--- config.mk ---
export PLATFORM = sky130hd
export DESIGN_NAME = lruc_ram
export DESIGN_NICKNAME = d
export VERILOG_FILES = /design/src/sv/lruc_ram.sv
export SDC_FILE = /design/constraint.sdc
export NUM_CORES = 1
export LEC_CHECK = 0
export ABC_AREA = 0
export BUFFER_PORTS_ARGS = -buffer_cell sky130_fd_sc_hd__buf_4
export CELL_PAD_IN_SITES_DETAIL_PLACEMENT = 1
export CELL_PAD_IN_SITES_GLOBAL_PLACEMENT = 1
export CORE_ASPECT_RATIO = 1.2
export CORE_UTILIZATION = 35
export CTS_CLUSTER_SIZE = 24
export DETAILED_ROUTE_END_ITERATION = 8
export PLACE_DENSITY_LB_ADDON = 0.25
export SYNTH_ARGS = -nofsm -noshare
export SYNTH_HDL_FRONTEND = slang
export SYNTH_SLANG_ARGS = --single-unit
export TNS_END_PERCENT = 10
--- constraint.sdc ---
create_clock -name clk -period 2.1 [get_ports clk]
set_input_delay 0.315 -clock clk [delete_from_list [all_inputs] [get_ports clk]]
set_output_delay 0.315 -clock clk [all_outputs]
set_load 0.01 [all_outputs]
--- src/sv/lruc_ram.sv ---
// Generic single-port-write, single-port-read RAM with registered read data.
module lruc_ram #(
  parameter int WIDTH = 8,
  parameter int DEPTH = 64,
  localparam int ADDR_W = (DEPTH > 1) ? $clog2(DEPTH) : 1
) (
  input  logic              clk,
  input  logic              we,
  input  logic [ADDR_W-1:0] waddr,
  input  logic [WIDTH-1:0]  wdata,
  input  logic              re,
  input  logic [ADDR_W-1:0] raddr,
  output logic [WIDTH-1:0]  rdata
);

  logic [WIDTH-1:0] mem [DEPTH];

  // Write port
  always_ff @(posedge clk) begin
    if (we) begin
      mem[waddr] <= wdata;
    end
  end

  // Registered read port, holds its data between reads
  always_ff @(posedge clk) begin
    if (re) begin
      rdata <= mem[raddr];
    end
  end

endmodule

Yosys cells after proc, flatten, opt, wreduce, memory -nomap -nowiden
Memory sizes are Yosys's and may differ from the RTL's. A register that Yosys moved wholly into a read port is not among the register bits.
Index checks and enable logic that the tools add are counted.
- multiplexer cells: 2
- operators by type and width (cell ; count):
    $mux W1 ; 2
- input port bits: 23
- register bits after elaboration: 0
- memory bits (writable): 512
- memories kept: 1
- output and inout port bits: 8
- memories (name ; depth ; width ; rd ports ; clocked after Yosys merged registers in ; wr ports ; RTL line ; source):
    mem ; 64 ; 8 ; 1 ; 1 ; 1 ; 16 ; logic [WIDTH-1:0] mem [DEPTH];

Logic depth before layout (Yosys ltp)
Gate-level depths: netlist of run 1.
- depth in word-level cells: 2
- gate-level depth with buffers: 9
- gate-level depth less buffers: 5

Least setup slack after synthesis of run 1
No wires, ideal clock.
- path kind: in2reg
- start point: input raddr[1]
- end point: register rdata[3] (read register of mem) (data pin)
- buffers on the path: 3
- cell stages on the path: 7
- arrival: 1855 ps
- data required time: 1834 ps
- slack: -21 ps
- path through: buf_4 > buf_2 > buf_2 > mux4_2 > mux4_2 > o21ai_1 > o41ai_1
- RTL lines (item ; RTL line ; source):
    from (decl) ; 12 ; input logic [ADDR_W-1:0] raddr,
    to (decl) ; 13 ; output logic [WIDTH-1:0] rdata

==> results of run 1 <==
critical path, delay by kind of cell, from the launching register on:
kind                   cells  cell delay [ps]
AO/OA/AOI/OAI              2              360
buffers and inverters      1              140
flip-flops                 1              360
multiplexers               2              770
AND/OR/NAND/NOR            1              170
cell type report:
cell class / count / area, µm² / share of cell area (%)
Clock buffer: 60 / 1270 / 5.29
Tap cell: 735 / 920 / 3.84
Multi-Input combinational cell: 369 / 4360 / 18.2
Sequential cell: 520 / 15600 / 65.2
Clock inverter: 26 / 234 / 0.977
Timing Repair Buffer: 185 / 1560 / 6.50
through the flow:
step                      power (mW)  hold WS [ps]
after floorplan                 12.4           414
after global placement          13.0           635
after detailed placement        13.0           646
after CTS                       21.5          16.3
after global routing            21.9          23.9
final                           21.2          51.7
how the worst max path moves through the flow:
stage / endpoint / from / slack [ps] / depth (start not counted)
2_1_floorplan: rdata[3] / raddr[0] / 6 / 6
3_3_place_gp: rdata[6] / raddr[0] / -440 / 7
3_5_place_dp: rdata[6] / raddr[0] / -450 / 7
4_1_cts: rdata[1] / mem[29][1] / 20 / 6
5_1_grt: rdata[4] / mem[21][4] / 2 / 6
6_report: rdata[4] / mem[21][4] / 50 / 6
cells in the final DEF, fill, tap and decap left out, types with 2 or more instances in the layout:
cell / count
nor3_1: 5
a2111oi_0: 2
mux4_2: 126
a21oi_1: 3
nand3_1: 13
o21ai_0: 2
nand2b_1: 7
nor4_1: 2
clkinv_1: 7
edfxtp_1: 520
buf_12: 13
inv_6: 2
o32ai_1: 2
clkinv_2: 11
o22ai_2: 2
o2bb2ai_1: 3
o41ai_1: 2
a221oi_1: 4
clkbuf_1: 11
nand4_1: 2
nand3b_1: 3
mux2_2: 12
o221ai_1: 8
o21ai_1: 2
nor3_2: 2
clkinvlp_4: 2
nand2_1: 19
a221oi_2: 2
nor2_1: 83
a211oi_1: 4
a22oi_1: 3
nor2b_1: 14
o22ai_1: 6
o2111ai_1: 3
clkbuf_16: 49
buf_4: 171
mux2i_1: 23
bufinv_16: 4
o21a_1: 2
metal layers:
layer / routed length, µm / GRT usage (%) / vias up
met5: 0 / 0 / -
met4: 1510 / 5.97 / 0
met3: 2360 / 2.47 / 71
met2: 25300 / 30.0 / 191
met1: 20100 / 21.8 / 5291
li1: - / - / 4297
state kept, by name (all words and copies together) (netlist names):
register	cells
mem	512
rdata	8
logic make-up after synthesis:
kind of cell	count (synthesis)
mux	162
flops	520
simple gates	153
buf+inv	51
compound gates	54
report_power, final:
group	switching, mW	total [mW]	leakage, nW	internal [mW]
clock	3.71	8.48	0.737	4.77
combinational	0.702	1.23	2.29	0.523
sequential	0.0310	11.5	4.69	11.5
total	4.44	21.2	7.71	16.8
repair_timing:
item | CTS | global route
resized for setup | 4 | 4
endpoints found under the setup margin | 4 | 2
setup buffers | 0 | 0
pin swaps | 0 | 0
==> results_dict.tcl, run 1 <==
set metrics [dict create \
    viasPerCell 5.20 \
    track_usage_pct 17.2 \
    r2r-start "mem[21][4]" \
    start_kind "flop" \
    place.detailed.hpwl_um 31700 \
    period_share_pct 97.7 \
    tns_ps 0 \
    synth_top_family_by_area "multiplexers" \
    drc_errors 0 \
    synth_nets 963 \
    min_from "re" \
    clock-root-buffer "clkbuf_16" \
    synth_edf_count 520 \
    cts_tree "yes" \
    synth_mux_area_share_pct 15.9 \
    finalHoldViolCount 0 \
    cp_data_required_time_ps 2420 \
    worstPathMaxFanout 1 \
    drive_gt1_share_pct 34.5 \
    syn2layout_area_growth_pct 18.3 \
    holdCritPathClass "in -> reg" \
    start_util_pct 35.4 \
    dpl.cell_count 1809 \
    slowest_stage "mux4_2" \
    reg2reg_setup_slack_ps 50 \
    synth_xor_xnor_area_share_pct 0 \
    clock-skew-final_ps 21.9 \
    fmax_ghz 0.487 \
    die_x_um 222 \
    syn_inst 940 \
    clock_latency_ps 580 \
    gr-total-overflow 0 \
    async_flop_share_pct 0 \
    fillers 5395 \
    htreeDepth 2 \
    synth_top_cells_by_count "edfxtp_1, mux4_2, nor2_1" \
    cts_buffers 49 \
    syn_area_um2 20200 \
    path_class "reg -> reg" \
    critPathMaxStageDelay_ps 470 \
    cp_cell_sequence "mux4_2 -> mux2_4 -> o221a_4 -> nor3_2 -> buf_4 -> o32ai_1" \
    final_core_util_pct 41.9 \
    stdcell_area_um2 24000 \
    synth_flop_cell "edfxtp_1" \
    io_pins 31 \
    tightestPinTransition_ps 750 \
    cts_max_path_buffers 3 \
    p_per_area_nw_per_um2 887 \
    synth-compound-area-share_pct 2.06 \
    routedWlPerCell_um 26.0 \
    globalplace.congestion 0.764 \
    drt_iter0_drc 691 \
    yosysSeqAreaShare_pct 77.1 \
    synthAdderAreaFrac_pct 0 \
    ys.warnings.count 0 \
    synth_cell_type_count 39 \
    grt_pass1_vias 10800 \
    instances_no_fill 1895 \
    rsz0062_at_grt "false" \
    status "complete, no violations" \
    fin_nets 1148 \
    antenna_found_initial 0 \
    cts_sinks 520 \
    diodes 0 \
    yosys.area.top_type "edfxtp_1" \
    reg2reg_depth 6 \
    yosys-top-cells-area "edfxtp_1, mux4_2, nor2_1" \
    die_h_um 265 \
    synthSimpleGateAreaFrac_pct 3.37 \
    core_area_um2 57200 \
    cap_violations 0 \
    rows 96 \
    hold_end "rdata[4]" \
    grt_pass1_wl_um 73000 \
    synthMostInstantiatedCell "edfxtp_1" \
    syn_area_per_cell_um2 21.5 \
    drtPass1Iterations 6 \
    setup_viol 0 \
    worst_ep_arrival_time_ps 2370 \
    peakVddDrop_mv 0.559 \
    port_buffers 30 \
    cts.clk_slew.worst_paths_ps 60 \
    yosys.area.top_type_share_pct 77.1 \
    synth_seq_cells 520 \
    grt_max_degree 65 \
    r2r_end "rdata[4]" \
    p_leak_nw 7.71 \
    detail-route-antenna-nets 0 \
    placed_area_um2 22400 \
    period_needed_ps 2050 \
    cts_hold_buf 0 \
    num_vias 9850 \
    end_kind "flop" \
    holdPathStages 1 \
    slew_headroom_pct 50.0 \
    final.setup.worst_slack_ps 47.8 \
    routed_wl_um 49300 \
    dieArea_um2 58800 \
    pre_cts_ws_ps -448 \
    drv_slew 0 \
]
Power figures use the tool's default switching activity.
==> run 2: changes to the inputs <==
Settings changed: HOLD_SLACK_MARGIN set to 0.12.
==> results_dict.tcl, run 2 (synthesis results as in run 1) <==
set metrics [dict create \
    antenna_found_initial 0 \
    worst_ep_arrival_time_ps 2380 \
    peakVddDrop_mv 0.562 \
    stdcell_area_um2 24000 \
    clock-root-buffer "clkbuf_16" \
    r2r-start "mem[21][4]" \
    p_switching_mw 4.45 \
    swShare_pct 21.0 \
    cts.clk_slew.worst_paths_ps 60 \
    reg.largest.list "mem x512, rdata x8" \
    detail-route-antenna-nets 0 \
    place.detailed.hpwl_um 31700 \
    comb_power_share_pct 5.8 \
    p_leak_nw 7.72 \
    tightestPinTransition_ps 750 \
    finalHoldViolCount 0 \
    rsz0062_at_grt "false" \
    holdCritPathClass "in -> reg" \
    io_pins 31 \
    dieArea_um2 58800 \
    layout_commonest_cell "edfxtp_1" \
    rows 96 \
    worstPathMaxFanout 1 \
    track_usage_pct 17.2 \
    period_needed_ps 2060 \
    cts_setup_buffers 0 \
    p_per_area_nw_per_um2 887 \
    port_buffers 30 \
    holdWs_ps 204 \
    crit_start "mem[21][4]" \
    die_x_um 222 \
    internal_power_mw 16.8 \
    cp-endpoint "rdata[4]" \
    gr-total-overflow 0 \
    drc_errors 0 \
    cts_sinks 520 \
    diodes 0 \
    clockPowerShare_pct 39.9 \
    htreeDepth 2 \
    final_cell_mix "edfxtp_1, buf_4, mux4_2" \
    placed_area_um2 22400 \
    die_h_um 265 \
    start_util_pct 35.4 \
    cts_max_path_buffers 3 \
    end_kind "flop" \
    period_share_pct 97.9 \
    grt_pass1_wl_um 73000 \
    start_kind "flop" \
    largest-register "mem" \
    cts_buffers 49 \
    core_area_um2 57200 \
    routed_wl_um 49400 \
    status "complete, no violations" \
    setup_viol 0 \
    tns_ps 0 \
    path_class "reg -> reg" \
    fin_nets 1149 \
    cp_data_required_time_ps 2420 \
    grt_max_degree 65 \
    r2r_end "rdata[4]" \
    drv_slew 0 \
    drive_gt1_share_pct 34.5 \
    largest_register_ffs 512 \
    clock-skew-final_ps 23.4 \
    syn2layout_area_growth_pct 18.4 \
    reg2reg_setup_slack_ps 40 \
    routedWlPerCell_um 26.0 \
    globalplace.congestion 0.764 \
    num_vias 9923 \
    finalPower_mw 21.3 \
    drtPass1Iterations 5 \
    viasPerCell 5.23 \
    grt_pass1_vias 10800 \
    p_seq_share_pct 54.3 \
    drt_iter0_drc 692 \
    cap_violations 0 \
    cts_tree "yes" \
    slew_headroom_pct 50.0 \
    reg2reg_depth 6 \
    clock_latency_ps 590 \
    fmax_ghz 0.486 \
    holdPathStages 3 \
]
## run 2: how the worst min path moves through the flow
| stage | start | end | slack (ps) |
|---|---|---|---|
| global route | raddr[5] | rdata[0] | 180 |
| floorplan | wdata[0] | mem[0][0] | 410 |
| CTS | raddr[5] | rdata[1] | 170 |
| finish | raddr[5] | rdata[1] | 200 |
| detailed placement | re | rdata[6] | 650 |
| global placement | re | rdata[6] | 630 |
## run 2: layout make-up
| type | count | area [µm²] |
|---|---|---|
| well taps | 735 | 920 |
| repair buffers | 186 | 1570 |
| multi-input cells | 369 | 4360 |
| clock inverters | 26 | 234 |
| flip-flops and latches | 520 | 15600 |
| fillers | 5392 | 33200 |
| clock buffers | 60 | 1270 |
## run 2: power by group through the flow
stage	Combinational, mW	Sequential, mW	Clock, mW
5_1_grt	1.31	11.5	9.05
2_1_floorplan	0.613	11.8	0
3_3_place_gp	1.22	11.8	0
4_1_cts	1.25	11.5	8.73
6_report	1.23	11.5	8.49
3_5_place_dp	1.24	11.8	0
## run 2: metrics by stage
stage,worst slack [ps],util (%),std cells
4_1_cts,21.0,41.9,1896
3_3_place_gp,-437,39.2,1809
2_1_floorplan,6.39,-,940
5_1_grt,2.00,41.9,1896
6_report,44.0,41.9,1896
3_5_place_dp,-448,39.2,1809
## run 2: layer usage
layer / routed length [µm] / up-vias / GRT usage [%]
li1: - / 4303 / -
met1: 20700 / 5366 / 21.8
met2: 25400 / 184 / 30.1
met3: 1720 / 70 / 2.47
met4: 1500 / 0 / 5.97
met5: 0 / - / 0
## run 2: worst max-delay path: stages (launching register included)
cell and delay (ps):
edfxtp_1 360, mux4_2 470, mux2_4 300, o221a_4 270
nor3_2 170, buf_4 140, o32ai_1 90
## run 2: what timing repair did
| item | in CTS | in global routing |
|---|---|---|
| pin swaps | 0 | 0 |
| resized for setup | 4 | 4 |
| setup endpoints to repair | 4 | 2 |
| hold endpoints to repair | 8 | 0 |
| cloned | 0 | 0 |
| hold buffers | 1 | 0 |
