### src/sv/lruc_pkg.sv
// Shared constants and types of the LRU cache tag store.
package lruc_pkg;

  // Stamp and statistics counters wrap at 32 bits
  localparam int STAMP_W = 32;
  localparam int COUNT_W = 32;

  // Configuration port
  localparam int CFG_IDX_W  = 2;
  localparam int CFG_DATA_W = 6;

  localparam logic [CFG_IDX_W-1:0] CFG_SET_BITS   = 2'd0;
  localparam logic [CFG_IDX_W-1:0] CFG_BLOCK_BITS = 2'd1;
  localparam logic [CFG_IDX_W-1:0] CFG_WAYS       = 2'd2;

  // Request opcodes
  localparam logic [1:0] OP_LOAD   = 2'd0;
  localparam logic [1:0] OP_STORE  = 2'd1;
  localparam logic [1:0] OP_MODIFY = 2'd2;

  // Geometry registers as held by the core
  typedef struct packed {
    logic [2:0] set_bits;
    logic [5:0] block_bits;
    logic [3:0] ways_in_use;
  } cfg_t;

endpackage

### src/sv/lruc_victim.sv
// Oldest-way search over one set: a compare tree, lowest way wins a tie.
module lruc_victim #(
  parameter int MAX_WAYS = 8,
  localparam int WAY_W = (MAX_WAYS > 1) ? $clog2(MAX_WAYS) : 1
) (
  input  logic [MAX_WAYS-1:0][lruc_pkg::STAMP_W-1:0] age,
  output logic [WAY_W-1:0]                           victim
);

  localparam int LV = $clog2(MAX_WAYS);
  localparam int NP = 1 << LV;

  logic [lruc_pkg::STAMP_W-1:0] a  [NP];
  logic [WAY_W-1:0]             wi [NP];

  // Reduce pairwise; the left side keeps ties so lower indices win
  always_comb begin
    for (int i = 0; i < NP; i++) begin
      a[i]  = (i < MAX_WAYS) ? age[i] : '0;
      wi[i] = WAY_W'(i);
    end
    for (int lv = 0; lv < LV; lv++) begin
      for (int i = 0; i < (NP >> (lv + 1)); i++) begin
        if (a[2*i+1] > a[2*i]) begin
          a[i]  = a[2*i+1];
          wi[i] = wi[2*i+1];
        end else begin
          a[i]  = a[2*i];
          wi[i] = wi[2*i];
        end
      end
    end
    victim = wi[0];
  end

endmodule

### config.mk
export PLATFORM = sky130hd
export DESIGN_NAME = lruc_victim
export DESIGN_NICKNAME = d
export VERILOG_FILES = /design/src/sv/lruc_pkg.sv /design/src/sv/lruc_victim.sv
export SDC_FILE = /design/constraint.sdc
export NUM_CORES = 1
export LEC_CHECK = 0
export ABC_AREA = 1
export BUFFER_PORTS_ARGS = -buffer_cell sky130_fd_sc_hd__buf_2
export CAP_MARGIN = 5
export CORE_MARGIN = 4
export CORE_UTILIZATION = 50
export DETAILED_ROUTE_END_ITERATION = 10
export GPL_TIMING_DRIVEN = 0
export PLACE_DENSITY_LB_ADDON = 0.05
export SLEW_MARGIN = 20
export SYNTH_ARGS = -nofsm -noshare
export SYNTH_HDL_FRONTEND = slang
export SYNTH_SLANG_ARGS = --single-unit
### constraint.sdc
create_clock -name vclk -period 7.8
set_input_delay 0 -clock vclk [all_inputs]
set_output_delay 0 -clock vclk [all_outputs]
set_load 0.03 [all_outputs]
== Word-level counts from Yosys, hierarchy flattened ==
Cells that the tools add are included.
Word-level totals
  input port bits: 256
  register bits: 0
  logic and storage cells: 20
  output and inout port bits: 3
Operators by class
  mux-type cells: 13
  $lt $le $gt $ge: 7
Operator list (count)
  $gt A32 B32 Y1: 7
  $mux W32: 6
  $mux W3: 3
  $mux W1: 4

== Depth between registers and ports, before layout ==
Gate-level depths: netlist of run 1.
  word-level depth: 6
  depth in mapped cells: 46
  gate-level depth less buffers: 44

== Worst setup path after synthesis of run 1 ==
OpenSTA, ideal clock, no wires.
  kind: input-to-output
  from: in age[223] in the netlist's numbering
  to: out victim[0]
  path buffers: 2
  data arrival time: 4.422 ns
  required time: 7.800 ns
  cell stages on the path: 32
  setup slack: 3.378 ns
  cells stage by stage: inv_1 > ha_1 > nand2_1 > nor2_1 > nand2_1 > nor4_4 > nand4_2 > nand2_2 > buf_6 > nand2_1 > and2_1 > ha_1 > nand2_1 > nor2_1 > and2_1 > nand3_1 > nor2_1 > nand2_1 > nand2_1 > nand2_2 > buf_6 > nand3_1 > nand2_1 > ha_1 > nand2_1 > nor4_1 > nand2_1 > inv_1 > nand2_1 > a21oi_1 > nand3_1 > nand2_1
On the way
  cells in the longest elaborated chain, start to end: 6
  elaborated cells on any way between the ends: 8
  classes of those cells: order compare: 3; mux: 5
RTL lines
  start: declaration: RTL line lruc_victim.sv:6  | input logic [MAX_WAYS-1:0][lruc_pkg::STAMP_W-1:0] age,
  $gt A32 B32 Y1: RTL line lruc_victim.sv:24  | if (a[2*i+1] > a[2*i]) begin
  $mux W32: RTL line lruc_victim.sv:24
  $gt A32 B32 Y1: RTL line lruc_victim.sv:24
  $mux W32: RTL line lruc_victim.sv:24
  $gt A32 B32 Y1: RTL line lruc_victim.sv:24
  $mux W3 *: RTL line lruc_victim.sv:24
  end: declaration: RTL line lruc_victim.sv:7  | output logic [WAY_W-1:0] victim
Mark *: on every way between the ends. The rest lies on a longest branch, timed or not.

== Worst setup path in the final report of run 1 ==
Same ends and word-level chain as after synthesis.

==> flow_summary_export.csv, run 1 <==
group,metric,value,unit
die,io-pin-count,259,
die,coreArea,17300,µm²
grt,grt_pass1_vias,10086,
yosys,syn_inst,1543,
die,fp.dieH,140.7,µm
timing,layout_setup_ws,2.754,ns
yosys,synth_compound_area_frac,0.09685,
die,rows,48,
worst_setup_path,crit_type,"in2out",
route,drt-pass1-iter-count,8,
timing,holdWs,1.067,ns
timing,hold_viol_final,0,
yosys,synth_xor_area_frac,0,
timing,slew_violations,0,
timing,finalCriticalPeriod,5.046,ns
layout,regArea,0,µm²
timing,rsz0062_at_grt,"no",
yosys,yosys-top-cells-area,"ha_1 (32%), nand2_1 (20%), nand3_1 (14%), inv_1 (8.7%), a21oi_1 (6.1%)",
grt,grt_overflow,0,
route,wirelength,28.30,mm
grt,gr-usage-all-layers,0.2694,
grt,grt_pass1_wl,44.64,mm
pwr,leakagePower,0.006492,µW
timing,worst_pin_slew,0.6154,ns
yosys,synth_largest_area_cell,"ha_1",
die,fp.dieW,140.7,µm
timing,setup_violations,0,
layout,fin_util,0.6011,
worst_setup_path,worst-path-max-fanout,10,
route,post-route-drc-count,0,
yosys,yosys.area_share.simple,0.4655,
status,outcome,"finished clean",
worst_setup_path,worst_path_max_delay_cell,"ha_1",
min_path,holdPathStages,11,
clock_network,cts_hold_buffers,0,
layout,nFlopsAndLatches,0,
yosys,synthMuxAreaShare,0,
yosys,ys_types,26,
worst_setup_path,cp_common_cell,"nand2_1",
yosys,synth_top_family_by_area,"simple AND/OR/NAND/NOR gates",
timing,tns,0,ns
layout,area_growth_syn_to_layout,17.99,%
grt,grt_max_degree,11,
timing,fmax,0.1982,GHz
placed_design,gp_congestion,0.9354,
route,via_per_inst,5.293,
clock_network,cts_setup_buffers,0,
min_path,hp-start,"age[88]",
yosys,synthAdderAreaFrac,0.3181,
placed_design,dpl-instance-area,10390,µm²
yosys,yosys.area.top_type_share,0.3181,
yosys,synth_area,8811,µm²
flow_run,drv_cap,0,
min_path,hold_path.class,"in2out",
timing,finalCritPeriodShare,0.6469,
layout,nets,2284,
yosys,ys.warnings.count,0,
pwr,peakVddDrop,76.76,µV
placed_design,dp_hpwl,25.66,mm
placed_design,numPortBuffers,259,
yosys,synth_fp_nets,2023,
layout,finalInstanceArea,10400,µm²
layout,num-clock-buffers,0,
placed_design,preCtsSetupSlack,2.849,ns
yosys,synth.avg_cell_area,5.710,µm²
route,num_vias,10744,
die,die_area,19810,µm²
worst_setup_path,required,7.80,ns
layout,fillerInstances,1888,
worst_setup_path,start_kind,"primary input",
die,start_util,0.5094,
pwr,power_density,123.1,nW/µm²
grt,antenna_found_initial,5,
route,avgRoutedWirePerCell,13.94,µm
route,drt-initial-drc-count,585,
min_path,holdPathEnd,"victim[2]",
worst_setup_path,max_stage_delay,0.29,ns
timing,max_slew_margin,0.5897,
clock_network,ctsResizeCount,0,
worst_setup_path,crit_arrival,5.05,ns
layout,drive_above_1_share,0.1743,
yosys,ys_seq_area_frac,0,
worst_setup_path,end_kind,"output port",
route,drtAntennaViolNets,0,
[report_power, final]
part           internal (µW)  total [µW]  leakage (µW)  switching (µW)
clock              0.0000515   0.0000515  0.0000000190               0
combinational            502        1280       0.00649             777
sequential                 0           0             0               0
[area by class of cell]
class	count	area, µm²	share of cell area
tap	225	281.5	0.02708
inverter	204	765.7	0.07366
timing repair buffer	259	1296	0.1247
multi-input combinational	1291	7757	0.7462
buffer	48	287.8	0.02768
antenna	3	7.507	0.0007221
[cells in the final DEF, fill, tap and decap left out, drive strengths merged, types with 10 or more instances in the layout]
cell type  count
buf          297
ha           224
inv          204
nand3b        31
a21oi        110
nand3        239
nor2          67
and2          66
o21a          13
o21ai         29
nand4         11
nand2        489
clkbuf        10
[worst max-delay path, delay by kind of cell]
kind	cells	cell delay, ns
AND/OR/NAND/NOR	21	2.67
adder cells (fa/ha/maj)	3	0.83
buffers and inverters	5	0.80
AO/OA/AOI/OAI	4	0.72
[worst max path at each step]
stage          depth (start not counted)      from        end
2_1_floorplan                         32  age[223]  victim[0]
3_5_place_dp                          35  age[223]  victim[0]
5_1_grt                               35  age[223]  victim[0]
6_report                              33  age[223]  victim[0]
3_3_place_gp                          36  age[223]  victim[1]
4_1_cts                               35  age[223]  victim[0]
[cells by family (layout without fill, tap and decap cells)]
logic type                 Yosys count  count (layout)
AOI/OAI and AO/OA                  157             157
adders and majority gates          224             224
buffers and inverters              252             511
other                                0               3
and+or+nand+nor                    910             910
[routing by layer]
metal | share of wire | global-route usage
met1 | 0.43 | 0.3482
met2 | 0.47 | 0.4831
met3 | 0.068 | 0.01832
met4 | 0.029 | 0.07190
met5 | 0.00078 | 0
[cells in the mapped netlist, drive strengths merged]
cell	instances
nor2	67
nor3	4
nand2	489
nand4	11
a21o	3
nand3b	31
a21oi	110
nor4	3
o21a	13
and2	66
clkbuf	10
o21ai	29
o21bai	2
nand3	239
ha	224
inv	204
buf	38
[through the flow]
stage	cells	total power (µW)
2_1_floorplan	1543	907.5
3_3_place_gp	2027	1241
3_5_place_dp	2027	1274
4_1_cts	2027	1281
5_1_grt	2030	1471
6_report	2030	1279
Power figures use the tool's default switching activity.
==> run 2, diff against run 1 <==
clock period = 5.2 ns   (was 7.8 ns; I/O delays follow)
==> flow_summary_export.csv, run 2 (same netlist as run 1, synthesis figures left out) <==
group,metric,value,unit
worst_setup_path,worst_path_max_delay_cell,"ha_1",
die,fp.dieW,140.7,µm
placed_design,dpl.cell_count,2027,
layout,num-clock-buffers,0,
layout,drive_above_1_share,0.1891,
grt,grt_overflow,0,
min_path,holdPathStages,10,
layout,fin_util,0.6115,
route,drt-initial-drc-count,606,
timing,slew_violations,0,
route,avgRoutedWirePerCell,14.14,µm
die,rows,48,
die,die_area,19810,µm²
timing,finalCritPeriodShare,0.9319,
worst_setup_path,end_kind,"output port",
route,num_vias,10884,
die,io-pin-count,259,
flow_run,drv_cap,0,
timing,setup_violations,0,
worst_setup_path,cp_common_cell,"nand2_1",
route,via_per_inst,5.343,
layout,nFlopsAndLatches,0,
timing,worst_pin_slew,0.5960,ns
layout,fillerInstances,1888,
timing,max_slew_margin,0.6027,
worst_setup_path,worst-path-max-fanout,10,
layout,nets,2291,
worst_setup_path,endpoint,"victim[0]",
pwr,leakagePower,0.006576,µW
placed_design,gp_congestion,0.9354,
die,coreArea,17300,µm²
route,wirelength,28.80,mm
timing,hold_viol_final,0,
layout,multiInputGateArea,7848,µm²
placed_design,dp_hpwl,25.66,mm
route,post-route-drc-count,0,
grt,grt_pass1_vias,10086,
route,drtAntennaViolNets,0,
grt,antenna_found_initial,5,
grt,grt_pass1_wl,44.64,mm
status,outcome,"finished clean",
layout,final_common_cell,"nand2_1",
die,fp.dieH,140.7,µm
layout,area_growth_syn_to_layout,20.05,%
worst_setup_path,start_kind,"primary input",
timing,finalCriticalPeriod,4.846,ns
pwr,power_density,188.2,nW/µm²
layout,regArea,0,µm²
layout,final_cell_mix,"nand2_1 (476), buf_2 (272), nand3_1 (239)",
min_path,hold_path.class,"in2out",
worst_setup_path,required,5.20,ns
grt,grt_max_degree,11,
die,start_util,0.5094,
worst_setup_path,critPathLaunch,"age[223]",
worst_setup_path,crit_arrival,4.85,ns
timing,fmax,0.2064,GHz
worst_setup_path,max_stage_delay,0.29,ns
layout,final_cells,2037,
pwr,peakVddDrop,116.8,µV
clock_network,cts_hold_buffers,0,
worst_setup_path,crit_type,"in2out",
route,drt-pass1-iter-count,7,
placed_design,numPortBuffers,259,
grt,gr-usage-all-layers,0.2694,
[run 2: cell count changes in the layout (fill, tap and decap cells not counted), moves of 3 or more]
cell / delta
buf_2: -10
buf_4: +10
nor2_1: -7
nor2_2: +7
clkbuf_4: +5
nand2_1: -5
a21oi_1: -4
a21oi_2: +4
nand2_2: +3
[run 2: routing by layer]
layer	share of wire	up-vias	track usage
met5	0.00076	-	0
met4	0.028	4	0.07190
met3	0.076	54	0.01832
met2	0.47	375	0.4831
met1	0.42	4812	0.3482
li1	-	5639	-
[run 2: worst max-delay path: cells and delay by family]
family                   cells  cell delay (ns)
AO/OA/AOI/OAI                4             0.71
buffers and inverters        6             0.87
adder cells (fa/ha/maj)      3             0.83
AND/OR/NAND/NOR             22             2.43
[run 2: layout make-up]
class                      count  area share
multi-input combinational   1291      0.7419
timing repair buffer         266      0.1278
inverter                     204     0.07239
buffer                        48     0.03064
tap                          225     0.02661
antenna                        3   0.0007097
[run 2: worst min-delay path by stage]
stage | to | from | slack [ns]
after floorplan | victim[2] | age[24] | 0.73
after global placement | victim[1] | age[80] | 1.05
after detailed placement | victim[2] | age[88] | 1.07
after CTS | victim[2] | age[88] | 1.07
after global routing | victim[1] | age[80] | 1.14
final | victim[1] | age[80] | 1.04
[run 2: repair_timing]
item / in CTS / in global routing
setup endpoints to repair: 0 / 3
buffers inserted: 0 / 6
gates resized for setup: 0 / 48
[run 2: power by group]
part | leakage [µW] | total, µW | switching, µW | internal, µW
Combinational | 0.00658 | 1990 | 1200 | 791
Clock | 0.0000000190 | 0.0000772 | 0 | 0.0000772
Sequential | 0 | 0 | 0 | 0
Total | 0.00658 | 1990 | 1200 | 791
[run 2: per-stage QoR]
stage	setup TNS (ns)	hold WS [ns]	total power [µW]	setup WS, ns	area, µm²
final	0	1.044	1991	0.3541	10580
after detailed placement	0	1.068	1911	0.2490	10390
after global routing	-0.1550	1.138	2273	-0.08139	10580
after global placement	0	1.047	1862	0.3180	10390
after floorplan	0	0.7348	1361	0.7777	8811
after CTS	0	1.072	1921	0.2115	10390
