[src/sv/lruc_pkg.sv]
// Shared constants and types of the LRU cache tag store.
package lruc_pkg;

  // Stamp and statistics counters wrap at 32 bits
  localparam int STAMP_W = 32;
  localparam int COUNT_W = 32;

  // Configuration port
  localparam int CFG_IDX_W  = 2;
  localparam int CFG_DATA_W = 6;

  localparam logic [CFG_IDX_W-1:0] CFG_SET_BITS   = 2'd0;
  localparam logic [CFG_IDX_W-1:0] CFG_BLOCK_BITS = 2'd1;
  localparam logic [CFG_IDX_W-1:0] CFG_WAYS       = 2'd2;

  // Request opcodes
  localparam logic [1:0] OP_LOAD   = 2'd0;
  localparam logic [1:0] OP_STORE  = 2'd1;
  localparam logic [1:0] OP_MODIFY = 2'd2;

  // Geometry registers as held by the core
  typedef struct packed {
    logic [2:0] set_bits;
    logic [5:0] block_bits;
    logic [3:0] ways_in_use;
  } cfg_t;

endpackage

[src/sv/lruc_decode.sv]
// Address split into set index and tag, and the mask of ways in use.
module lruc_decode #(
  parameter int MAX_SET_BITS = 6,
  parameter int MAX_WAYS = 8,
  parameter int TAG_WIDTH = 32,
  localparam int SET_W = (MAX_SET_BITS > 0) ? MAX_SET_BITS : 1
) (
  input  lruc_pkg::cfg_t       cfg,
  input  logic [63:0]          address,
  output logic [SET_W-1:0]     set_index,
  output logic [TAG_WIDTH-1:0] tag,
  output logic [MAX_WAYS-1:0]  active
);

  logic [3:0]       sb;
  logic [6:0]       total;
  logic [63:0]      tag_sh;
  logic [63:0]      set_sh;
  logic [SET_W-1:0] set_mask;
  logic [4:0]       ways;

  // Clamp set bits to the size of the store
  always_comb begin
    if ({1'b0, cfg.set_bits} > 4'(MAX_SET_BITS)) begin
      sb = 4'(MAX_SET_BITS);
    end else begin
      sb = {1'b0, cfg.set_bits};
    end
  end

  // Tag: everything above set and offset, zero once the shift leaves the word
  assign total  = 7'(sb) + 7'(cfg.block_bits);
  assign tag_sh = address >> total[5:0];
  assign tag    = total[6] ? '0 : tag_sh[TAG_WIDTH-1:0];

  // Set index: the sb bits above the byte offset
  assign set_sh    = address >> cfg.block_bits;
  assign set_mask  = ~({SET_W{1'b1}} << sb);
  assign set_index = set_sh[SET_W-1:0] & set_mask;

  // Ways in use: zero acts as one, clamp to the number built
  always_comb begin
    ways = (cfg.ways_in_use == 4'd0) ? 5'd1 : {1'b0, cfg.ways_in_use};
    if (ways > 5'(MAX_WAYS)) begin
      ways = 5'(MAX_WAYS);
    end
    for (int i = 0; i < MAX_WAYS; i++) begin
      active[i] = (5'(i) < ways);
    end
  end

endmodule

[config.mk]
export PLATFORM = sky130hd
export DESIGN_NAME = lruc_decode
export DESIGN_NICKNAME = d
export VERILOG_FILES = /design/src/sv/lruc_pkg.sv /design/src/sv/lruc_decode.sv
export SDC_FILE = /design/constraint.sdc
export NUM_CORES = 1
export LEC_CHECK = 0
export BUFFER_PORTS_ARGS = -buffer_cell sky130_fd_sc_hd__buf_2
export CAP_MARGIN = 5
export CORE_MARGIN = 2
export CORE_UTILIZATION = 30
export DETAILED_ROUTE_END_ITERATION = 10
export GPL_TIMING_DRIVEN = 0
export SYNTH_ARGS = -nofsm -noshare
export SYNTH_HDL_FRONTEND = slang
export SYNTH_SLANG_ARGS = --single-unit
[constraint.sdc]
create_clock -name vclk -period 7.9
set_input_delay 0.395 -clock vclk [all_inputs]
set_output_delay 0.395 -clock vclk [all_outputs]
set_load 0.01 [all_outputs]
* After elaboration in Yosys (flattened, before gate mapping)
Index checks and enable logic that the tools add are counted.
Word-level totals: register bits after elaboration 0
Cells by class: order comparisons 10, bitwise logic cells 2, add/subtract/negate cells 1, reduce and logical (&&, ||, !) cells 1, multiplexer cells 4, shift operators 3
Operators with widths (count):
- >> shifter 64 x 6 -> 32 bit | 1
- >> shifter 64 x 6 -> 6 bit | 1
- 2-to-1 mux 32 bit | 1
- < comparator 3 x 5 -> 1 bit, first input constant | 4
- < comparator 1 x 5 -> 1 bit, first input constant | 2
- < comparator 2 x 5 -> 1 bit, first input constant | 2
- 2-to-1 mux 4 bit | 2
- adder 4 x 6 -> 7 bit | 1
- bitwise AND 6 bit | 1
- NOT 6 bit | 1
- << shifter 6 x 4 -> 6 bit, first input constant | 1
- greater-than comparator 4 bit, second input constant | 1
- logical NOT 4 bit | 1
- greater-than comparator 3 bit, second input constant | 1
- 2-to-1 mux 3 bit | 1

* Logic depth before layout (Yosys ltp)
Gate-level depths: netlist of the first run.
depth in word-level cells 5, depth in mapped cells 14, mapped depth without buffers 11

* Least setup slack after synthesis of the first run
No wires, ideal clock.
path type input to output, start input cfg[5] (netlist bit), end output tag[9], slack 3.873 ns, path buffers 4, arrival time 3.632 ns, cell stages on the path 11, cell sequence buf_4 > buf_2 > buf_2 > inv_1 > fa_1 > xnor2_1 > buf_2 > mux2i_1 > mux4_2 > mux4_2 > a211oi_1
Between the ends: longest elaborated chain between the ends 3
Ends and longest elaborated chain:
- start: declaration | line lruc_decode.sv:8 | input lruc_pkg::cfg_t cfg,
- adder 4 x 6 -> 7 bit (*) | line lruc_decode.sv:32 | assign total = 7'(sb) + 7'(cfg.block_bits);
- >> shifter 64 x 6 -> 32 bit | line lruc_decode.sv:33 | assign tag_sh = address >> total[5:0];
- 2-to-1 mux 32 bit (*) | line lruc_decode.sv:34 | assign tag = total[6] ? '0 : tag_sh[TAG_WIDTH-1:0];
- end: declaration | line lruc_decode.sv:11 | output logic [TAG_WIDTH-1:0] tag,
Every way passes the cells marked *; elsewhere a longest branch is shown, timed or not.

* Final worst setup path of the first run
start input cfg[5] (netlist bit), end output tag[8]
The elaborated chain is that of the path after synthesis.

==> results of run 1 <==
## critical path: cells and delay by family
| family | cells | cell delay, ns |
|---|---|---|
| multiplexers | 4 | 1.01 |
| AO/OA/AOI/OAI | 1 | 0.48 |
| XOR/XNOR | 1 | 0.34 |
| adder cells (fa/ha/maj) | 1 | 0.57 |
| AND/OR/NAND/NOR | 1 | 0.13 |
| buffers and inverters | 8 | 1.98 |
## power by group
part	switching, uW	total (uW)	internal, uW
Clock	0	0	0
Sequential	0	0	0
Combinational	596	1010	415
Total	596	1010	415
## through the flow
stage | power [uW] | worst slack (ns) | instances | cell area, um^2 | hold slack (ns)
floorplan | 660 | 3.87 | 646 | 6110 | 0.892
finish | 1010 | 2.59 | 1035 | 7040 | 1.10
CTS | 984 | 2.75 | 1035 | 7040 | 1.10
detailed placement | 979 | 2.77 | 1035 | 7040 | 1.10
global route | 1060 | 2.39 | 1035 | 7040 | 1.12
global placement | 988 | 2.71 | 1035 | 7040 | 1.09
## placed cells by master, fill, tap and decap left out, types with 3 or more instances in the layout
| cell type | n |
|---|---|
| mux2i_1 | 189 |
| buf_2 | 143 |
| mux4_2 | 95 |
| nand2_1 | 63 |
| a21oi_1 | 36 |
| nor2_1 | 28 |
| o21ai_0 | 22 |
| clkbuf_1 | 22 |
| buf_4 | 13 |
| a22oi_1 | 12 |
| buf_1 | 10 |
| nand3_1 | 10 |
| o22ai_1 | 9 |
| a211oi_1 | 8 |
| o211ai_1 | 7 |
| nor3_1 | 7 |
| mux2_2 | 6 |
| and3_1 | 5 |
| a32oi_1 | 5 |
| nor2b_1 | 5 |
| inv_1 | 5 |
| xnor2_1 | 4 |
| o21a_1 | 4 |
| a221oi_1 | 4 |
| a21o_1 | 4 |
| and2_1 | 3 |
| or3_1 | 3 |
| a31oi_1 | 3 |
| nor4_1 | 3 |
| ha_1 | 3 |
## area by class of cell
class | instances | area [um^2] | share of cell area (%)
Inverter | 7 | 26.3 | 0.373
Tap cell | 270 | 338 | 4.80
Buffer | 71 | 360 | 5.12
Timing Repair Buffer | 119 | 596 | 8.46
Multi-Input combinational cell | 568 | 5720 | 81.3
## final timing paths
path	from	slack, ns	endpoint	cells after the start
worst min-delay path	cfg[2]	1.10	active[1]	3
worst max-delay path	cfg[5]	2.59	tag[8]	16
## kinds of logic (layout without fill, tap and decap cells)
group	after synthesis	count (layout)	synth area share [%]
buffers and inverters	78	197	6.33
XOR/XNOR	9	9	1.84
other	1	1	0.0614
multiplexers	290	290	67.1
AO/OA/AOI/OAI	132	132	14.3
AND/OR/NAND/NOR	132	132	9.46
adder cells (fa/ha/maj)	4	4	0.942
## routing by layer
| metal | share of wire (%) | global-route usage [%] |
|---|---|---|
| met1 | 41 | 36.0 |
| met5 | 0 | 0 |
| met2 | 46 | 38.9 |
| met3 | 9.5 | 2.98 |
| met4 | 3.2 | 6.36 |
==> qor.txt, run 1 <==
Filler cells - 2091
CORE AREA - 0.0201 mm^2
Synth top area share - 35.0%
DR vias/cell - 6.60
post-CTS setup buffer count - 0
largest net degree at the start of global routing - 11
Hold Fails Final Rpt - 0
# Max-Cap Violations - 0
max_slew headroom - 38.8%
CP max FO - 10
Antenna Violating Nets Remaining - 0
RSZ-0062 raised after global routing - no
antenna violations before repair - 0
critical path's slowest cell - fa_1
GPL Wtd Cong - 0.986
min cycle time layout - 5.31 ns
Die X - 147 um
Yosys warning total - 0
GRT Overall Usage - 24.7%
Clock Buffer Count - 0
hold_buf cts - 0
Tcrit/Tclk final - 67.2%
post_cts resized - 0
CP Cell Sequence - buf_2 -> buf_4 -> buf_2 -> buf_2 -> inv_1 -> fa_1 -> xnor2_1 -> buf_2 -> buf_4 -> mux2i_1 -> mux2i_1 -> mux2i_1 -> mux2i_1 -> a221oi_1 -> nor4_1 -> buf_2
ANT cells - 0
Synth cell types - 55
Worst EP required - 7.51 ns
status - finished clean
Fmax achieved - 188 MHz
Site Rows - 52
Die H - 147 um
post-synthesis sequential area ratio - 0%
crit path kind - in2out
Util after Layout - 35.0%
IO buf count - 119
setup TNS - 0 ns
# IOs - 123
slowest stage delay, CP - 0.57 ns
setup violators final - 0
Worst Path Arrival - 4.91 ns
dpl hpwl - 22700 um
synth cell count leaders - 189 x mux2i_1, 95 x mux4_2, 63 x nand2_1
Min-Delay Path Class - in2out
PD cells - 144 mW/mm^2
Max Transition Viols Final - 0
CP startpoint kind - primary input
GRT Residual Overflow - 0
routed len/inst - 27.0 um
FFs & Latches - 0
crit path capture type - output port
area grow syn2layout - 15.3%
most frequent cell after synthesis - mux2i_1
first-pass GRT wire length - 41200 um
Initial DRC Count - 884
maximum vdd drop - 0.0000459 V
final wirelength - 27900 um
routed vias - 6835
die area - 0.0215 mm^2
Pleak - 0.00305 uW
mapped cell area - 0.00611 mm^2
vias in the first global route - 6404
cell taking the most area after synthesis - mux4_2
1st-pass router iterations - 6
Syn Inst Count - 646
initial core utilization - 30.4%
syn_nets - 727
Tightest Pin Transition - 0.918 ns
final routed DRC violation total - 0
register area - 0 um^2
Mean Syn Cell Area - 9.46 um^2
nets - 848
top post-synthesis cells by area - mux4_2 35%, mux2i_1 31%, nand2_1 3.9%
layout cell share with drive strength beyond 1 - 34.9%
Crit path top cell by count - buf_2
(Power assumes the default switching activity.)
==> run 2: changes to the inputs <==
Clock period 7.9 ns to 4.6 ns, I/O delays scaled along.
==> run 2 against run 1 <==
  * Setup slack got worse by 2.4 ns
  * Sequential share of layout area unchanged
  * First-iteration DRC count increased by 2.9%
  * Via count increased by 0.26%
  * Core utilization about the same
  * Global-route usage decreased by 0.15 points
  * Design area increased by 0.14%
  * Count of clock-buffer cells in the layout unchanged
  * Die area unchanged
  * Cell count about the same
  * Non-clock buffer count decreased by 1
  * Combinational power increased by 72%
  * Critical endpoint unchanged
==> qor.txt, run 2 (same netlist as run 1, synthesis figures left out) <==
routed vias - 6853 (+0.26%)
Fmax achieved - 226 MHz
met2 Track Usage GR - 39.0% (+0.094 points)
dpl hpwl - 22700 um (unchanged)
most common cell after layout, fill and taps aside - mux2i_1
Die H - 147 um (unchanged)
Max Transition Viols Final - 0 (unchanged)
initial core utilization - 30.4% (unchanged)
die area - 0.0215 mm^2 (unchanged)
Util after Layout - 35.1% (+0.050 points)
clock share of power - 0% (unchanged)
setup violators final - 0 (unchanged)
M3 GR Usage - 2.89% (-0.093 points)
# Max-Cap Violations - 0 (unchanged)
GRT Residual Overflow - 0 (unchanged)
largest net degree at the start of global routing - 20 (+9)
Worst Path Arrival - 4.19 ns (-0.72 ns)
register area - 0 um^2 (unchanged)
vias in the first global route - 6385 (-0.30%)
Antenna Violating Nets Remaining - 0 (unchanged)
setup TNS - 0 ns (unchanged)
FFs & Latches - 0 (unchanged)
Tightest Pin Transition - 0.924 ns (+0.00563 ns)
ANT cells - 0 (unchanged)
antenna violations before repair - 0 (unchanged)
crit path kind - in2out
commonest non-fill, non-tap cells in the layout - 189 x mux2i_1, 141 x buf_2, 95 x mux4_2
Psw - 1020 uW (+72%)
routed len/inst - 26.9 um (-0.24%)
CP max FO - 19 (+9)
PD cells - 247 mW/mm^2 (+72%)
Pleak - 0.00306 uW (+0.31%)
Net Sw Frac - 58.9% (-0.092 points)
Clock Buffer Count - 0 (unchanged)
Worst EP required - 4.37 ns (-3.14 ns)
maximum vdd drop - 0.0000788 V (+72%)
Hold Startpoint - cfg[2]
nets - 847 (-0.12%)
final wirelength - 27800 um (-0.34%)
CORE AREA - 0.0201 mm^2 (unchanged)
total power - 1740 uW (+72%)
Tcrit/Tclk final - 96.1%
cell depth of the worst hold path - 3 (unchanged)
area grow syn2layout - 15.4%
Die X - 147 um (unchanged)
final routed DRC violation total - 0 (unchanged)
crit path capture type - output port
CP startpoint kind - primary input
Power Internal - 715 uW (+72%)
multi-input combinational cell area - 0.00573 mm^2 (+0.13%)
status - finished clean
IO buf count - 119 (unchanged)
Initial DRC Count - 910 (+2.9%)
min cycle time layout - 4.42 ns
hold_buf cts - 0 (unchanged)
Combinational Power Share - 100.0% (about the same)
Site Rows - 52 (unchanged)
1st-pass router iterations - 5 (-1)
first-pass GRT wire length - 41000 um (-0.58%)
GRT busiest layer - met2
# IOs - 123 (unchanged)
Reg power frac - 0% (unchanged)
GRT Overall Usage - 24.5% (-0.15 points)
Hold Fails Final Rpt - 0 (unchanged)
DR vias/cell - 6.63 (+0.36%)
RSZ-0062 raised after global routing - no
Min-Delay Path Class - in2out
met1 Use GR - 35.5% (-0.45 points)
Filler cells - 2089 (-0.096%)
layout cell share with drive strength beyond 1 - 35.2% (+0.31 points)
Hold EP - active[1]
GPL Wtd Cong - 0.986 (unchanged)
max_slew headroom - 38.4% (-0.38 points)
==> run 2: layer usage <==
layer / up-vias / wire length (um)
met5: - / 0
met4: 0 / 936
met3: 61 / 2620
met2: 482 / 12700
met1: 3456 / 11600
li1: 2854 / -
==> run 2: critical path: stages <==
cell	delay [ns]
buf_2	0.11
buf_4	0.30
buf_4	0.28
inv_1	0.12
fa_1	0.58
xnor2_2	0.28
buf_4	0.26
buf_4	0.25
mux2i_1	0.35
mux2i_1	0.17
mux2i_1	0.32
mux2i_1	0.15
a221oi_1	0.46
nor4_1	0.12
buf_2	0.18
==> run 2: power by group through the flow <==
stage	registers (uW)	clock network (uW)	logic (uW)
after floorplan	0	0	1130
after global placement	0	0	1700
after detailed placement	0	0	1680
after CTS	0	0	1690
after global routing	0	0	1820
final	0	0	1740
==> run 2: what timing repair did <==
action,CTS,global route
gates resized for setup,3,3
gates cloned,0,0
setup endpoints to repair,23,9
setup buffers,0,0
==> run 2: cell type report <==
| cell class | instances | area share (%) |
|---|---|---|
| tap | 270 | 4.79 |
| inverter | 7 | 0.373 |
| buffer | 70 | 5.14 |
| multi-input combinational | 568 | 81.2 |
| timing repair buffer | 119 | 8.44 |
==> run 2: per-stage QoR <==
| stage | instances | hold slack [ns] | setup WS (ns) | cell area (um^2) |
|---|---|---|---|---|
| final | 1034 | 0.766 | 0.179 | 7050 |
| after global routing | 1034 | 0.794 | 0.0250 | 7050 |
| after CTS | 1034 | 0.769 | 0.194 | 7040 |
| after detailed placement | 1035 | 0.767 | -0.203 | 7040 |
| after global placement | 1035 | 0.764 | -0.262 | 7040 |
| after floorplan | 646 | 0.562 | 0.903 | 6110 |
==> run 2: how the worst max path moves through the flow <==
| stage | startpoint | to | slack [ns] | depth (start not counted) |
|---|---|---|---|---|
| after floorplan | cfg[5] | tag[9] | 0.90 | 11 |
| after global placement | cfg[5] | tag[8] | -0.26 | 16 |
| after detailed placement | cfg[5] | tag[8] | -0.20 | 16 |
| after CTS | cfg[5] | tag[21] | 0.19 | 15 |
| after global routing | cfg[5] | tag[8] | 0.03 | 15 |
| final | cfg[5] | tag[8] | 0.18 | 15 |
==> run 3: changes to the inputs <==
--- a/config.mk
+++ b/config.mk
@@ -7,2 +7,3 @@
 export LEC_CHECK = 0
+export ABC_AREA = 1
 export BUFFER_PORTS_ARGS = -buffer_cell sky130_fd_sc_hd__buf_2
==> constraint.sdc (replaced) <==
create_clock -name vclk -period 4.6
set_input_delay 0.69 -clock vclk [all_inputs]
set_output_delay 0.69 -clock vclk [all_outputs]
set_load 0.01 [all_outputs]
==> run 3 against run 2 <==
  * Setup slack worse by 0.099 ns
  * Critical path type unchanged
  * Via count is 71% higher
  * First-iteration DRC count increased by 120%
  * Area after synthesis grew 12%
  * Total power increased by 11%
  * Count of clock-buffer cells in the layout stayed put
  * Synthesized cell count grew 130%
==> qor.txt, run 3 <==
CORE AREA - 0.0226 mm^2 (+12%)
Syn Inst Count - 1478 (+130%)
Pleak - 0.00406 uW (+33%)
DR vias/cell - 6.21 (-6.3%)
clock share of power - 0% (unchanged)
Synth cell types - 38 (-31%)
register area - 0 um^2 (unchanged)
area grow syn2layout - 15.6%
top post-synthesis cells by area - nand3_1 40%, nand2_1 24%, o21ai_0 8.5%
Initial DRC Count - 2034 (+120%)
Reg power frac - 0% (unchanged)
Psw - 1370 uW (+34%)
Clock Buffer Count - 0 (unchanged)
initial core utilization - 30.4% (+0.048 points)
RSZ-0062 raised after global routing - yes
setup TNS - 0 ns (unchanged)
status - finished clean
mapped cell area - 0.00687 mm^2 (+12%)
GPL Wtd Cong - 1.01 (+2.6%)
GRT Overall Usage - 35.4% (+11 points)
1st-pass router iterations - 7 (+2)
first-pass GRT wire length - 65000 um (+59%)
Hold Fails Final Rpt - 0 (unchanged)
Max Transition Viols Final - 0 (unchanged)
layout cell share with drive strength beyond 1 - 14.6% (-21 points)
crit path kind - in2out
CP startpoint kind - primary input
setup violators final - 0 (unchanged)
dpl hpwl - 37500 um (+65%)
GRT Residual Overflow - 0 (unchanged)
maximum vdd drop - 0.0000743 V (-5.8%)
nets - 1682 (+99%)
CP max FO - 10 (-9)
routed vias - 11700 (+71%)
ANT cells - 0 (unchanged)
Antenna Violating Nets Remaining - 0 (unchanged)
min cycle time layout - 4.52 ns (+0.0985 ns)
post-CTS setup buffer count - 0 (unchanged)
syn_nets - 1559 (+110%)
most frequent cell after synthesis - nand3_1
IO buf count - 121 (+1.7%)
FFs & Latches - 0 (unchanged)
Tcrit/Tclk final - 98.2% (+2.1 points)
Mean Syn Cell Area - 4.65 um^2 (-51%)
# IOs - 123 (unchanged)
Combinational Power Share - 100.0% (about the same)
max_slew headroom - 46.2% (+7.8 points)
antenna violations before repair - 1 (+1)
Worst Path Arrival - 3.83 ns (-0.36 ns)
synth cell count leaders - 548 x nand3_1, 448 x nand2_1, 116 x o21ai_0
Hold Startpoint - cfg[3]
final hold slack - 1.68 ns (+0.914 ns)
PD cells - 244 mW/mm^2 (-1.2%)
Synth top area share - 39.9% (+4.9 points)
Power Internal - 566 uW (-21%)
Die X - 155 um (+5.9%)
Net Sw Frac - 70.7% (+12 points)
vias in the first global route - 10600 (+65%)
final wirelength - 44400 um (+59%)
largest net degree at the start of global routing - 11 (-45%)
die area - 0.0241 mm^2 (+12%)
post-synthesis sequential area ratio - 0% (unchanged)
crit path capture type - output port
commonest non-fill, non-tap cells in the layout - 543 x nand3_1, 448 x nand2_1, 156 x buf_2
Yosys warning total - 0 (unchanged)
Fmax achieved - 221 MHz (-2.2%)
cell taking the most area after synthesis - nand3_1
# Max-Cap Violations - 0 (unchanged)
Site Rows - 55 (+5.8%)
final routed DRC violation total - 0 (unchanged)
routed len/inst - 23.6 um (-12%)
Worst EP required - 3.91 ns (-0.46 ns)
Tightest Pin Transition - 0.798 ns (-0.126 ns)
Setup crit start - cfg[12]
Die H - 155 um (+5.9%)
Min-Delay Path Class - in2out
Filler cells - 2709 (+30%)
most common cell after layout, fill and taps aside - nand3_1
run 3: kinds of logic after synthesis:
kind of cell / Yosys count / synth area share [%]
AOI/OAI and AO/OA: 189 / 15.0
muxes: 2 / 0.291
other: 1 / 0.0546
buffers and inverters: 198 / 12.6
and+or+nand+nor: 1081 / 70.7
xor gates and xnor gates: 3 / 0.492
adders and majority gates: 4 / 0.838
run 3: power groups by stage:
stage / registers [uW] / clock network [uW] / logic, uW
floorplan: 0 / 0 / 1140
global placement: 0 / 0 / 1820
detailed placement: 0 / 0 / 1810
CTS: 0 / 0 / 1820
global route: 0 / 0 / 2070
finish: 0 / 0 / 1940
run 3: per-layer routing:
metal	global-route usage (%)	part of all wire, %	up-vias
met5	0	0.023	-
li1	-	-	5297
met2	52.9	41	839
met4	8.08	2.9	2
met3	7.35	14	88
met1	51.8	42	5475
run 3: worst paths after layout:
kind,slack (ns),to,cells past startpoint
min,1.68,active[7],3
max,0.08,tag[24],15
run 3: critical path, cell delays in order:
cell,delay [ns]
buf_2,0.15
nand2_2,0.18
nand2_2,0.13
inv_1,0.08
ha_1,0.18
inv_1,0.06
fa_1,0.48
o21ai_2,0.32
xor2_4,0.40
clkbuf_1,0.53
nand3_1,0.14
nand3_1,0.10
nand2_1,0.06
nor2_1,0.16
buf_2,0.17
run 3: per-stage QoR:
stage	area, um^2	instances	worst slack [ns]	total power, uW	util (%)
after detailed placement	7830	1884	-0.308	1810	34.7
after CTS	7850	1884	0.00169	1820	34.8
after global placement	7830	1884	-0.290	1820	34.7
after floorplan	6870	1478	0.924	1140	-
after global routing	7950	1884	-0.0218	2070	35.2
final	7950	1884	0.0807	1940	35.2
run 3: cell type report:
type	instances	area [um^2]	share of cell area [%]
multi-input cells	1280	6060	76.2
plain buffers	122	641	8.06
repair buffers	121	606	7.62
inverters	76	285	3.59
well taps	285	357	4.49
run 3: timing repair:
item	4_1_cts	5_1_grt
resized for setup	9	50
hold buffers	0	0
cloned	0	0
setup endpoints to repair	32	32
